<file path="config.mk">
export PLATFORM = sky130hd
export DESIGN_NAME = shelf_tile_region_allocator
export DESIGN_NICKNAME = d
export VERILOG_FILES = /design/src/rtl/stra_pkg.sv /design/src/rtl/stra_rem_div.sv /design/src/rtl/stra_cfg_regs.sv /design/src/rtl/shelf_tile_region_allocator.sv
export SDC_FILE = /design/constraint.sdc
export NUM_CORES = 1
export LEC_CHECK = 0
export BUFFER_PORTS_ARGS = -buffer_cell sky130_fd_sc_hd__buf_2
export CAP_MARGIN = 20
export CORE_MARGIN = 2
export CORE_UTILIZATION = 45
export DETAILED_ROUTE_END_ITERATION = 6
export HOLD_SLACK_MARGIN = 0.12
export SLEW_MARGIN = 25
export SYNTH_ARGS = -nofsm -noshare
export SYNTH_HDL_FRONTEND = slang
export SYNTH_SLANG_ARGS = --single-unit
</file>
<file path="constraint.sdc">
create_clock -name clk -period 9.5 [get_ports clk]
set_clock_uncertainty 0.15 [all_clocks]
set_input_delay 1.425 -clock clk [delete_from_list [all_inputs] [get_ports clk]]
set_output_delay 1.425 -clock clk [all_outputs]
set_load 0.02 [all_outputs]
</file>
<file path="src/rtl/stra_pkg.sv">
package stra_pkg;

  // field widths
  localparam int REGION_W = 24;
  localparam int REQ_W    = 16;
  localparam int TILE_W   = 13;
  localparam int DIM_W    = 24;
  localparam int ST_W     = 25;
  localparam int PAD_W    = 17;
  localparam int CMP_W    = 27;

  // stream payloads
  localparam int IN_W       = 2 * REGION_W + 2 * REQ_W;
  localparam int OUT_W      = 2 * DIM_W + 2 * REGION_W;
  localparam int OUT_USER_W = 2;

  // remainder unit
  localparam int DIV_CNT_W = 4;

  // register port
  localparam int ADDR_W = 4;
  localparam int DATA_W = 32;

  localparam logic [1:0] REG_TILE_COLS    = 2'd0;
  localparam logic [1:0] REG_TILE_ROWS    = 2'd1;
  localparam logic [1:0] REG_STORE_WIDTH  = 2'd2;
  localparam logic [1:0] REG_STORE_HEIGHT = 2'd3;

  localparam logic [TILE_W-1:0] TILE_COLS_RESET    = 13'd128;
  localparam logic [TILE_W-1:0] TILE_ROWS_RESET    = 13'd64;
  localparam logic [DIM_W-1:0]  STORE_WIDTH_RESET  = 24'hFFFFFF;
  localparam logic [DIM_W-1:0]  STORE_HEIGHT_RESET = 24'hFFFFFF;

  localparam logic [ST_W-1:0] SHELF_TOP_RESET = 25'd20000;

  typedef struct packed {
    logic [TILE_W-1:0] tile_cols;
    logic [TILE_W-1:0] tile_rows;
    logic [DIM_W-1:0]  store_width;
    logic [DIM_W-1:0]  store_height;
  } cfg_t;

endpackage

</file>
<file path="src/rtl/stra_rem_div.sv">
module stra_rem_div (
  input  logic                          clk,
  input  logic                          rst_n,
  input  logic                          start,
  input  logic [stra_pkg::REQ_W-1:0]    dividend,
  input  logic [stra_pkg::TILE_W-1:0]   divisor,
  output logic                          busy,
  output logic                          done,
  output logic [stra_pkg::TILE_W-1:0]   remainder
);
  import stra_pkg::*;

  // restoring division, one dividend bit per cycle; only the remainder is kept
  logic                  busy_r, busy_nxt;
  logic                  done_r, done_nxt;
  logic [DIV_CNT_W-1:0]  cnt_r, cnt_nxt;
  logic [REQ_W-1:0]      shift_r, shift_nxt;
  logic [TILE_W-1:0]     rem_r, rem_nxt;
  logic [TILE_W-1:0]     dsr_r, dsr_nxt;
  logic [TILE_W:0]       trial;
  logic [TILE_W:0]       diff;

  assign trial = {rem_r, shift_r[REQ_W-1]};
  assign diff  = trial - {1'b0, dsr_r};

  always_comb begin
    busy_nxt  = busy_r;
    done_nxt  = 1'b0;
    cnt_nxt   = cnt_r;
    shift_nxt = shift_r;
    rem_nxt   = rem_r;
    dsr_nxt   = dsr_r;
    if (start) begin
      busy_nxt  = 1'b1;
      cnt_nxt   = DIV_CNT_W'(REQ_W - 1);
      shift_nxt = dividend;
      rem_nxt   = '0;
      dsr_nxt   = divisor;
    end else if (busy_r) begin
      shift_nxt = {shift_r[REQ_W-2:0], 1'b0};
      rem_nxt   = (trial >= {1'b0, dsr_r}) ? diff[TILE_W-1:0] : trial[TILE_W-1:0];
      cnt_nxt   = cnt_r - 1'b1;
      if (cnt_r == '0) begin
        busy_nxt = 1'b0;
        done_nxt = 1'b1;
      end
    end
  end

  always_ff @(posedge clk) begin
    if (!rst_n) begin
      busy_r <= 1'b0;
      done_r <= 1'b0;
      cnt_r  <= '0;
    end else begin
      busy_r <= busy_nxt;
      done_r <= done_nxt;
      cnt_r  <= cnt_nxt;
    end
    shift_r <= shift_nxt;
    rem_r   <= rem_nxt;
    dsr_r   <= dsr_nxt;
  end

  assign busy      = busy_r;
  assign done      = done_r;
  assign remainder = rem_r;

endmodule

</file>
<file path="src/rtl/stra_cfg_regs.sv">
module stra_cfg_regs (
  input  logic                          clk,
  input  logic                          rst_n,
  input  logic                          psel,
  input  logic                          penable,
  input  logic                          pwrite,
  input  logic [stra_pkg::ADDR_W-1:0]   paddr,
  input  logic [stra_pkg::DATA_W-1:0]   pwdata,
  output logic [stra_pkg::DATA_W-1:0]   prdata,
  output logic                          pready,
  output stra_pkg::cfg_t                cfg
);
  import stra_pkg::*;

  cfg_t       cfg_r;
  logic       wr_en;
  logic [1:0] idx;

  assign pready = 1'b1;
  assign idx    = paddr[3:2];
  assign wr_en  = psel && penable && pwrite && pready;

  always_ff @(posedge clk) begin
    if (!rst_n) begin
      cfg_r.tile_cols    <= TILE_COLS_RESET;
      cfg_r.tile_rows    <= TILE_ROWS_RESET;
      cfg_r.store_width  <= STORE_WIDTH_RESET;
      cfg_r.store_height <= STORE_HEIGHT_RESET;
    end else if (wr_en) begin
      case (idx)
        REG_TILE_COLS:    cfg_r.tile_cols    <= pwdata[TILE_W-1:0];
        REG_TILE_ROWS:    cfg_r.tile_rows    <= pwdata[TILE_W-1:0];
        REG_STORE_WIDTH:  cfg_r.store_width  <= pwdata[DIM_W-1:0];
        REG_STORE_HEIGHT: cfg_r.store_height <= pwdata[DIM_W-1:0];
        default: ;
      endcase
    end
  end

  always_comb begin
    case (idx)
      REG_TILE_COLS:    prdata = DATA_W'(cfg_r.tile_cols);
      REG_TILE_ROWS:    prdata = DATA_W'(cfg_r.tile_rows);
      REG_STORE_WIDTH:  prdata = DATA_W'(cfg_r.store_width);
      REG_STORE_HEIGHT: prdata = DATA_W'(cfg_r.store_height);
      default:          prdata = '0;
    endcase
  end

  assign cfg = cfg_r;

endmodule

</file>
<file path="src/rtl/shelf_tile_region_allocator.sv">
// From input accept to result valid: two remainder passes (width, then height)
//   through one shared restoring divider, plus handoff and decide steps.
// Items go through one at a time; a new item is accepted only with the sequencer idle.
// A new item is accepted while the previous result still waits on out_tready.
// Reset (rst_n, synchronous, active low): registers to defaults, shelf state
//   to fill 0 / top 20000 / tallest 0, no result pending.
module shelf_tile_region_allocator (
  input  logic                              clk,
  input  logic                              rst_n,
  // input item
  input  logic                              in_tvalid,
  output logic                              in_tready,
  // [23:0] region_x, [47:24] region_y, [63:48] request_width, [79:64] request_height
  input  logic [stra_pkg::IN_W-1:0]         in_tdata,
  // result item
  output logic                              out_tvalid,
  input  logic                              out_tready,
  // [23:0] offset_x, [47:24] offset_y, [71:48] out_region_x, [95:72] out_region_y
  output logic [stra_pkg::OUT_W-1:0]        out_tdata,
  // [0] granted, [1] too_wide
  output logic [stra_pkg::OUT_USER_W-1:0]   out_tuser,
  // register port
  input  logic                              cfg_psel,
  input  logic                              cfg_penable,
  input  logic                              cfg_pwrite,
  input  logic [stra_pkg::ADDR_W-1:0]       cfg_paddr,
  input  logic [stra_pkg::DATA_W-1:0]       cfg_pwdata,
  output logic [stra_pkg::DATA_W-1:0]       cfg_prdata,
  output logic                              cfg_pready
);
  import stra_pkg::*;

  localparam logic [2:0] ST_IDLE   = 3'd0;
  localparam logic [2:0] ST_DIVW   = 3'd1;
  localparam logic [2:0] ST_DIVH   = 3'd2;
  localparam logic [2:0] ST_DECIDE = 3'd3;

  // size - 1, with a zero size rounded as one
  function automatic logic [REQ_W-1:0] size_m1(input logic [REQ_W-1:0] s);
    size_m1 = (s == '0) ? '0 : s - 1'b1;
  endfunction

  // zero tile treated as one
  function automatic logic [TILE_W-1:0] tile_eff(input logic [TILE_W-1:0] t);
    tile_eff = (t == '0) ? TILE_W'(1) : t;
  endfunction

  // (floor(sm1/t) + 5) * t == sm1 - rem + 5*t
  function automatic logic [PAD_W-1:0] pad_calc(input logic [REQ_W-1:0] sm1,
                                                input logic [TILE_W-1:0] r,
                                                input logic [TILE_W-1:0] t);
    pad_calc = ({1'b0, sm1} - {4'b0, r}) + ({2'b0, t, 2'b0} + {4'b0, t});
  endfunction

  cfg_t cfg;

  stra_cfg_regs u_cfg (
    .clk     (clk),
    .rst_n   (rst_n),
    .psel    (cfg_psel),
    .penable (cfg_penable),
    .pwrite  (cfg_pwrite),
    .paddr   (cfg_paddr),
    .pwdata  (cfg_pwdata),
    .prdata  (cfg_prdata),
    .pready  (cfg_pready),
    .cfg     (cfg)
  );

  // sequencer and item registers
  logic [2:0]          state_r, state_nxt;
  logic [REGION_W-1:0] rx_r, ry_r;
  logic [REQ_W-1:0]    req_w_m1_r, req_h_m1_r;
  logic [PAD_W-1:0]    nw_r;

  // shelf state
  logic [ST_W-1:0]     fill_r, fill_nxt;
  logic [ST_W-1:0]     top_r, top_nxt;
  logic [ST_W-1:0]     tall_r, tall_nxt;

  // result register
  logic                out_valid_r;
  logic [OUT_W-1:0]    out_data_r;
  logic [OUT_USER_W-1:0] out_user_r;

  logic in_acc;
  logic div_start, div_busy, div_done;
  logic [REQ_W-1:0]  div_dividend;
  logic [TILE_W-1:0] div_divisor;
  logic [TILE_W-1:0] div_rem;
  logic [PAD_W-1:0]  pad_val;
  logic out_free;
  logic load_out;

  assign in_tready = (state_r == ST_IDLE);
  assign in_acc    = in_tvalid && in_tready;
  assign out_free  = !out_valid_r || out_tready;
  assign load_out  = (state_r == ST_DECIDE) && out_free;

  // one divider, first for the width, then for the height
  assign div_start    = in_acc || ((state_r == ST_DIVW) && div_done);
  assign div_dividend = (state_r == ST_IDLE) ? size_m1(in_tdata[63:48]) : req_h_m1_r;
  assign div_divisor  = (state_r == ST_IDLE) ? tile_eff(cfg.tile_cols)
                                             : tile_eff(cfg.tile_rows);

  stra_rem_div u_div (
    .clk       (clk),
    .rst_n     (rst_n),
    .start     (div_start),
    .dividend  (div_dividend),
    .divisor   (div_divisor),
    .busy      (div_busy),
    .done      (div_done),
    .remainder (div_rem)
  );

  // padded size of the pass that just finished; registered into nw_r or nh_r
  assign pad_val = (state_r == ST_DIVW)
                   ? pad_calc(req_w_m1_r, div_rem, tile_eff(cfg.tile_cols))
                   : pad_calc(req_h_m1_r, div_rem, tile_eff(cfg.tile_rows));

  logic [PAD_W-1:0] nh;
  logic [CMP_W-1:0] sw27, sh27;
  logic [CMP_W-1:0] top_nh, top_tall_nh, fill_nw;
  logic             refuse_top, row_over, refuse_new, ok, new_shelf, wide;
  logic [ST_W-1:0]  base_top, base_fill, base_tall;
  logic [ST_W-1:0]  nh25;

  logic [PAD_W-1:0] nh_r;

  assign nh   = nh_r;
  assign nh25 = {8'b0, nh};
  assign sw27 = {3'b0, cfg.store_width};
  assign sh27 = {3'b0, cfg.store_height};

  // all sums at full precision, no wrap
  assign top_nh      = {2'b0, top_r} + {10'b0, nh};
  assign top_tall_nh = {2'b0, top_r} + {2'b0, tall_r} + {10'b0, nh};
  assign fill_nw     = {2'b0, fill_r} + {10'b0, nw_r};

  assign wide       = {10'b0, nw_r} > sw27;
  assign refuse_top = top_nh > sh27;
  assign row_over   = fill_nw > sw27;
  assign refuse_new = top_tall_nh > sh27;
  assign ok         = !refuse_top && !(row_over && refuse_new);
  assign new_shelf  = !refuse_top && row_over && !refuse_new;

  assign base_top  = new_shelf ? top_r + tall_r : top_r;
  assign base_fill = new_shelf ? '0 : fill_r;
  assign base_tall = new_shelf ? '0 : tall_r;

  always_comb begin
    fill_nxt = fill_r;
    top_nxt  = top_r;
    tall_nxt = tall_r;
    if (load_out && ok) begin
      top_nxt  = base_top;
      fill_nxt = base_fill + {8'b0, nw_r};
      tall_nxt = (base_tall < nh25) ? nh25 : base_tall;
    end
  end

  always_comb begin
    state_nxt = state_r;
    case (state_r)
      ST_IDLE:   if (in_acc) state_nxt = ST_DIVW;
      ST_DIVW:   if (div_done) state_nxt = ST_DIVH;
      ST_DIVH:   if (div_done) state_nxt = ST_DECIDE;
      ST_DECIDE: if (out_free) state_nxt = ST_IDLE;
      default:   state_nxt = ST_IDLE;
    endcase
  end

  always_ff @(posedge clk) begin
    if (!rst_n) begin
      state_r     <= ST_IDLE;
      fill_r      <= '0;
      top_r       <= SHELF_TOP_RESET;
      tall_r      <= '0;
      out_valid_r <= 1'b0;
    end else begin
      state_r <= state_nxt;
      fill_r  <= fill_nxt;
      top_r   <= top_nxt;
      tall_r  <= tall_nxt;
      if (load_out) begin
        out_valid_r <= 1'b1;
      end else if (out_tready) begin
        out_valid_r <= 1'b0;
      end
    end
  end

  // payload registers
  always_ff @(posedge clk) begin
    if (in_acc) begin
      rx_r       <= in_tdata[23:0];
      ry_r       <= in_tdata[47:24];
      req_w_m1_r <= size_m1(in_tdata[63:48]);
      req_h_m1_r <= size_m1(in_tdata[79:64]);
    end
    if ((state_r == ST_DIVW) && div_done) begin
      nw_r <= pad_val;
    end
    if ((state_r == ST_DIVH) && div_done) begin
      nh_r <= pad_val;
    end
    if (load_out) begin
      out_user_r <= {wide, ok};
      if (ok) begin
        out_data_r <= {ry_r, rx_r, base_top[DIM_W-1:0], base_fill[DIM_W-1:0]};
      end else begin
        out_data_r <= '0;
      end
    end
  end

  assign out_tvalid = out_valid_r;
  assign out_tdata  = out_data_r;
  assign out_tuser  = out_user_r;

  // ready for a new item only with the divider idle
  a_idle_div: assert property (@(posedge clk) disable iff (!rst_n)
    in_tready |-> !div_busy)
    else $error("input ready while divider busy");

  // a refused result carries zero offsets and region
  a_refused_zero: assert property (@(posedge clk) disable iff (!rst_n)
    (out_tvalid && !out_tuser[0]) |-> (out_tdata == '0))
    else $error("refused result with nonzero payload");

  // shelves only move down from the reset top
  a_top_floor: assert property (@(posedge clk) disable iff (!rst_n)
    top_r >= SHELF_TOP_RESET)
    else $error("shelf top below reset row");

  // divider completion only seen while the sequencer waits on it
  a_done_state: assert property (@(posedge clk) disable iff (!rst_n)
    div_done |-> ((state_r == ST_DIVW) || (state_r == ST_DIVH)))
    else $error("divider done outside a divide step");

endmodule

</file>
# == Word-level counts from Yosys, hierarchy flattened ==
# Index checks and enable logic that the tools add are counted.
# word_totals
regBits,413
inputBits,123
output_inout_bits,133
elab_cells,118
# classes
addsub,16
order_cmp,6
n_eq_ne,10
muxes,27
bitwise_logic,2
reduce_logical,33
# op_table
op,n
$pmux 32 s4,1
$mux 25,3
$mux 16,4
$add 25x17->26,2
$gt 26x24->1,2
$mux 13,4
$add 17x16->17,2
$sub 16x13->17,2
$add 15x13->16,2
$logic_not 16->1,2
$sub 16x1->16 const B,2
$add 26x17->27,1
$gt 27x24->1,1
$add 25x25->26,1
$logic_not 13->1,2
$add 25x17->25,1
$add 25x25->25,1
$lt 25x17->1,1
$gt 17x24->1,1
$mux 24,1
$mux 17,1
$ge 14x13->1,1
$sub 13x13->13,1
$mux 3,4
21 further kinds,51

# == Depth between registers and ports, before layout ==
# logic_depth
ltp_word,8
ltp_mapped,37
depth_no_buf,35

# == Modules after synthesis ==
# From an unflattened synthesis, not the netlist that was laid out.
# unflattened
cells_unflattened,2846
area_unflattened_um2,28020.6
# modules_own_cells
module,instances,cells_each,area_each_um2,seq_area_each_um2
shelf_tile_region_allocator,1,2278,21884.7,7927.6
stra_cfg_regs,1,339,3579.7,1481.4
stra_rem_div,1,229,2556.2,1251.2

# == Worst setup path before layout ==
# OpenSTA, ideal clock, no wires.
# synth_timing
kind,register to register
start,reg top_r[1]
end,reg fill_r[20]
setup_time_ns,0.070
t_arrival_ns,8.221
required_time_ns,9.280
setup_slack_ns,1.059
stages_incl_launch_ff,36
n_path_buf,1
synth_period_minus_slack_ns,8.441
path_cell_list,dfxtp_1 > fa_1 > ha_1 > fa_1 > a211oi_1 > o21ai_0 > a31oi_1 > o31ai_1 > a21oi_1 > o21bai_1 > a21oi_1 > o21ai_0 > or4_1 > nand4_1 > ha_1 > nand2_1 > or4_1 > o22a_1 > o21ai_0 > o211ai_1 > a211oi_2 > nand2_1 > buf_2 > and2_1 > ha_1 > fa_1 > a21o_1 > a21oi_1 > o21ai_0 > nand4_1 > a31oi_1 > and4_1 > a2111oi_0 > nor3_1 > a211o_1 > a21oi_1
# synth_between
elab_chain_len,7
word_cells_on_any_way,15
classes_between,4 x add/sub; 2 x order compare; 1 x mux; 8 x reduce/logical
# synth_rtl
element,line,text
from (decl),shelf_tile_region_allocator.sv:78,"logic [ST_W-1:0] top_r, top_nxt;"
from (signal assigned),shelf_tile_region_allocator.sv:184,top_r <= top_nxt;
$add 25x25->26 / $add 25x17->26 (equally long branches),"shelf_tile_region_allocator.sv:138, shelf_tile_region_allocator.sv:137",
$add 26x17->27 / $gt 26x24->1 (equally long branches),"shelf_tile_region_allocator.sv:138, shelf_tile_region_allocator.sv:142",
$gt 27x24->1 / $logic_not 1->1 (equally long branches),"shelf_tile_region_allocator.sv:144, shelf_tile_region_allocator.sv:146",
$logic_not 1->1 / $logic_and 1x1->1 (equally long branches),shelf_tile_region_allocator.sv:146,assign new_shelf = !refuse_top && row_over && !refuse_new;
$logic_and 1x1->1 (*),shelf_tile_region_allocator.sv:146,
$mux 25 (*),shelf_tile_region_allocator.sv:149,assign base_fill = new_shelf ? '0 : fill_r;
via base_fill[0],shelf_tile_region_allocator.sv:126,"logic [ST_W-1:0] base_top, base_fill, base_tall;"
$add 25x17->25 (*),shelf_tile_region_allocator.sv:158,"fill_nxt = base_fill + {8'b0, nw_r};"
to (signal assigned),shelf_tile_region_allocator.sv:183,fill_r <= fill_nxt;
to (decl),shelf_tile_region_allocator.sv:77,"logic [ST_W-1:0] fill_r, fill_nxt;"
# Mark *: on every way through the listed nets, which the timed path passes. The rest lies on a longest branch.
# A chain may end at the register's enable or synchronous reset.

# == Worst setup path in the final report ==
# layout_timing
start,"reg nh_r[1], in the netlist nh[1]"
end,reg fill_r[20]
# layout_between
elab_chain_len,7
word_cells_on_any_way,14
classes_between,3 x add/sub; 2 x order compare; 1 x mux; 8 x reduce/logical
# layout_rtl
element,line,text
from (decl),shelf_tile_region_allocator.sv:129,logic [PAD_W-1:0] nh_r;
from (signal assigned),shelf_tile_region_allocator.sv:206,nh_r <= pad_val;
$add 25x17->26,shelf_tile_region_allocator.sv:137,"assign top_nh = {2'b0, top_r} + {10'b0, nh};"
$gt 26x24->1,shelf_tile_region_allocator.sv:142,assign refuse_top = top_nh > sh27;
$logic_not 1->1,shelf_tile_region_allocator.sv:146,
$logic_and 1x1->1,shelf_tile_region_allocator.sv:146,
$logic_and 1x1->1 (*),shelf_tile_region_allocator.sv:146,
$mux 25 (*),shelf_tile_region_allocator.sv:149,
via base_fill[0],shelf_tile_region_allocator.sv:126,
$add 25x17->25 (*),shelf_tile_region_allocator.sv:158,
# Marks and branches as above.

==> flow_summary.toml <==
[outcome]
outcome = "complete, no violations"

[place]
dpl-instance-area_um2 = 29400
placedCellCount = 3761
dp_hpwl_um = 62300
gp_congestion = 0.908
port_buffers = 236

[logic_synthesis]
ys_ff_latch = 412
synthesis.instances = 2841
yosysWarningCount = 0
netlist_area_um2 = 27500
ys_top_cells_by_count = "ha_1 (271), inv_1 (267), edfxtp_1 (241)"
synth.avg_cell_area_um2 = 9.69
synth_edf_count = 241
ys_seq_area_share_pct = 38.7
synth_top_area_share_pct = 26.3
synth_top_area_cell = "edfxtp_1"
netlist-cell-type-count = 75
synth_ff_type = "edfxtp_1"
synthTopCellsByArea = "edfxtp_1 (26%), dfxtp_1 (12%), ha_1 (12%)"
synth_most_common_cell = "ha_1"
synthArstFlopShare_pct = 0

[floorplan]
fp.dieH_um = 251
rows = 90
initial_core_util_pct = 45.5
io_pins = 256
core_um2 = 60500
die_w_um = 251
die_area_um2 = 63200

[power]
seq_power_share_pct = 34.8
leakage_nw = 13.8
power_switching_w = 0.00259
power.density_nw_per_um2 = 228
vdd_drop_max_v = 0.000168
switching_share_pct = 36.8
pwr-share-comb_pct = 39.4
intPower_w = 0.00446
p_clk_share_pct = 25.8

[timing]
hold_viol = 0
setup_viol = 0
post-route-period-util_pct = 94.1
rsz0062_at_grt = "false"
setup-tns-final_ns = 0
min_period_ns = 8.94
fmax_mhz = 112
tightest_slew_ns = 1.02
slew_viol_final = 0
relSlewSlack_pct = 30.2

[worst_hold_path]
hold_path_class = "reg -> reg"

[clock_network]
cts_tree = "yes"
clkLatencyLatePin_ns = 0.60
cts_buffer_depth = 3
cts_inserted_buffers = 47
cts_root_buffer = "clkbuf_16"
cts_sinks = 412
clkTransAtPathRegs_ns = 0.07
cts-htree-levels = 2
hold_buffers = 0

[worst_setup_path]
worst-path-buf-inv = 2
crit_required_ns = 9.87
start_kind = "register"
critPathCaptureType = "register"
crit_arrival_ns = 9.31
cpPeakStageDelay_ns = 0.53
crit_path_top_delay_cell = "or4_1"
cp_max_fo = 14
worstSetupPathType = "reg -> reg"
path_delay_family = "compound AO/OA/AOI/OAI gates"

[global_route]
grt_antenna_before_repair = 2
grt_max_degree = 82
grt.overflow.total = 0
grt_pass1_wl_um = 123000
grt_pass1_vias = 21560
track_usage_pct = 24.9

[final_layout]
drive_gt1_share_pct = 12.6
final_cells = 3851
synthToLayoutAreaGrowth_pct = 12.6
nFillCells = 5532
nets = 3501
fin_area_um2 = 31000

[route]
drc_errors = 0
drt-initial-drc-count = 1526
wl_per_cell_um = 20.6
vias = 21511
first_pass_iters = 5
ant_nets = 0
drt-total-wl_um = 79300
viasPerCell = 5.59

[flow_run]
max_cap_viol_count = 0
## state kept, by name (all words and copies together) (netlist names)
| name | count |
|---|---|
| u_div.cnt_r | 4 |
| rx_r | 24 |
| u_div.remainder | 13 |
| state_r | 2 |
| out_tuser | 2 |
| nh | 17 |
| u_div.dsr_r | 13 |
| u_div.done | 1 |
| req_w_m1_r | 16 |
| u_cfg.cfg | 74 |
| u_div.busy | 1 |
| nw_r | 17 |
| ry_r | 24 |
| top_r | 25 |
| fill_r | 25 |
| out_tdata | 96 |
| tall_r | 25 |
| out_tvalid | 1 |
| u_div.shift_r | 16 |
| req_h_m1_r | 16 |
## repair_timing
item | in CTS | in global routing
endpoints found under the setup margin | 0 | 21
resized for setup | 0 | 7
buffers inserted | 0 | 2
## layer usage
metal | routed length (µm) | up-vias | share of wire (%) | GRT usage [%]
met5 | 11 | - | 0.014 | 0
met4 | 3360 | 2 | 4.2 | 10.1
met3 | 3240 | 153 | 4.1 | 3.12
met2 | 40300 | 538 | 51 | 45.3
met1 | 32400 | 10350 | 41 | 29.8
li1 | - | 10468 | - | -
## cell type report
cell class,instances,area [µm²],share of cell area (%)
multi-input combinational,2040,15400,49.8
sequential,412,10700,34.4
timing repair buffer,262,1380,4.45
clock buffer,65,1330,4.28
inverter,267,1000,3.24
tap,782,978,3.16
clock inverter,22,214,0.690
antenna,1,2.50,0.00807
## final timing paths
kind,startpoint,to,slack [ns],cells after the start
worst max register to register,nh[1],fill_r[20],0.56,36
worst max-delay path,nh[1],fill_r[20],0.56,36
worst min-delay path,fill_r[8],fill_r[8],0.35,2
worst min register to register,fill_r[8],fill_r[8],0.35,2
## cell families after synthesis
kind of cell | count (synthesis) | share of synthesized area [%]
flip-flops | 412 | 38.7
XOR/XNOR | 147 | 4.68
multiplexers | 95 | 4.08
other | 2 | 0.0273
AO/OA/AOI/OAI | 625 | 14.6
buffers and inverters | 396 | 5.58
adder cells (fa/ha/maj) | 348 | 17.9
AND/OR/NAND/NOR | 816 | 14.4
## cells in the final DEF (no fill, tap or decap), types with 86 or more instances in the layout
cell,count
ha_1,270
inv_1,265
edfxtp_1,241
buf_2,236
nand2_1,233
a21oi_1,198
nor2_1,188
dfxtp_1,169
o21ai_0,121
xnor2_1,109
and3_1,86
## stage by stage
| step | hold slack, ns | utilization [%] | worst slack, ns | total power, W |
|---|---|---|---|---|
| finish | 0.348 | 51.3 | 0.557 | 0.00705 |
| floorplan | 0.296 | - | 1.06 | 0.00447 |
| detailed placement | 0.341 | 48.6 | 0.224 | 0.00524 |
| global placement | 0.331 | 48.6 | 0.287 | 0.00519 |
| CTS | 0.349 | 51.2 | 0.180 | 0.00709 |
| global route | 0.358 | 51.3 | 0.0407 | 0.00750 |
## power groups by stage
stage,clock [W],sequential (W),combinational (W)
finish,0.00182,0.00245,0.00278
global route,0.00193,0.00248,0.00309
CTS,0.00186,0.00246,0.00277
detailed placement,0,0.00250,0.00275
global placement,0,0.00249,0.00270
floorplan,0,0.00247,0.00200
## worst reg2reg max path, delay by kind of cell, from the launching register on
kind	cells	cell delay (ns)
AOI/OAI and AO/OA	19	3.89
and+or+nand+nor	9	1.97
adders and majority gates	6	2.01
DFF	1	0.46
buffers and inverters	2	0.39
Power figures use the tool's default switching activity.
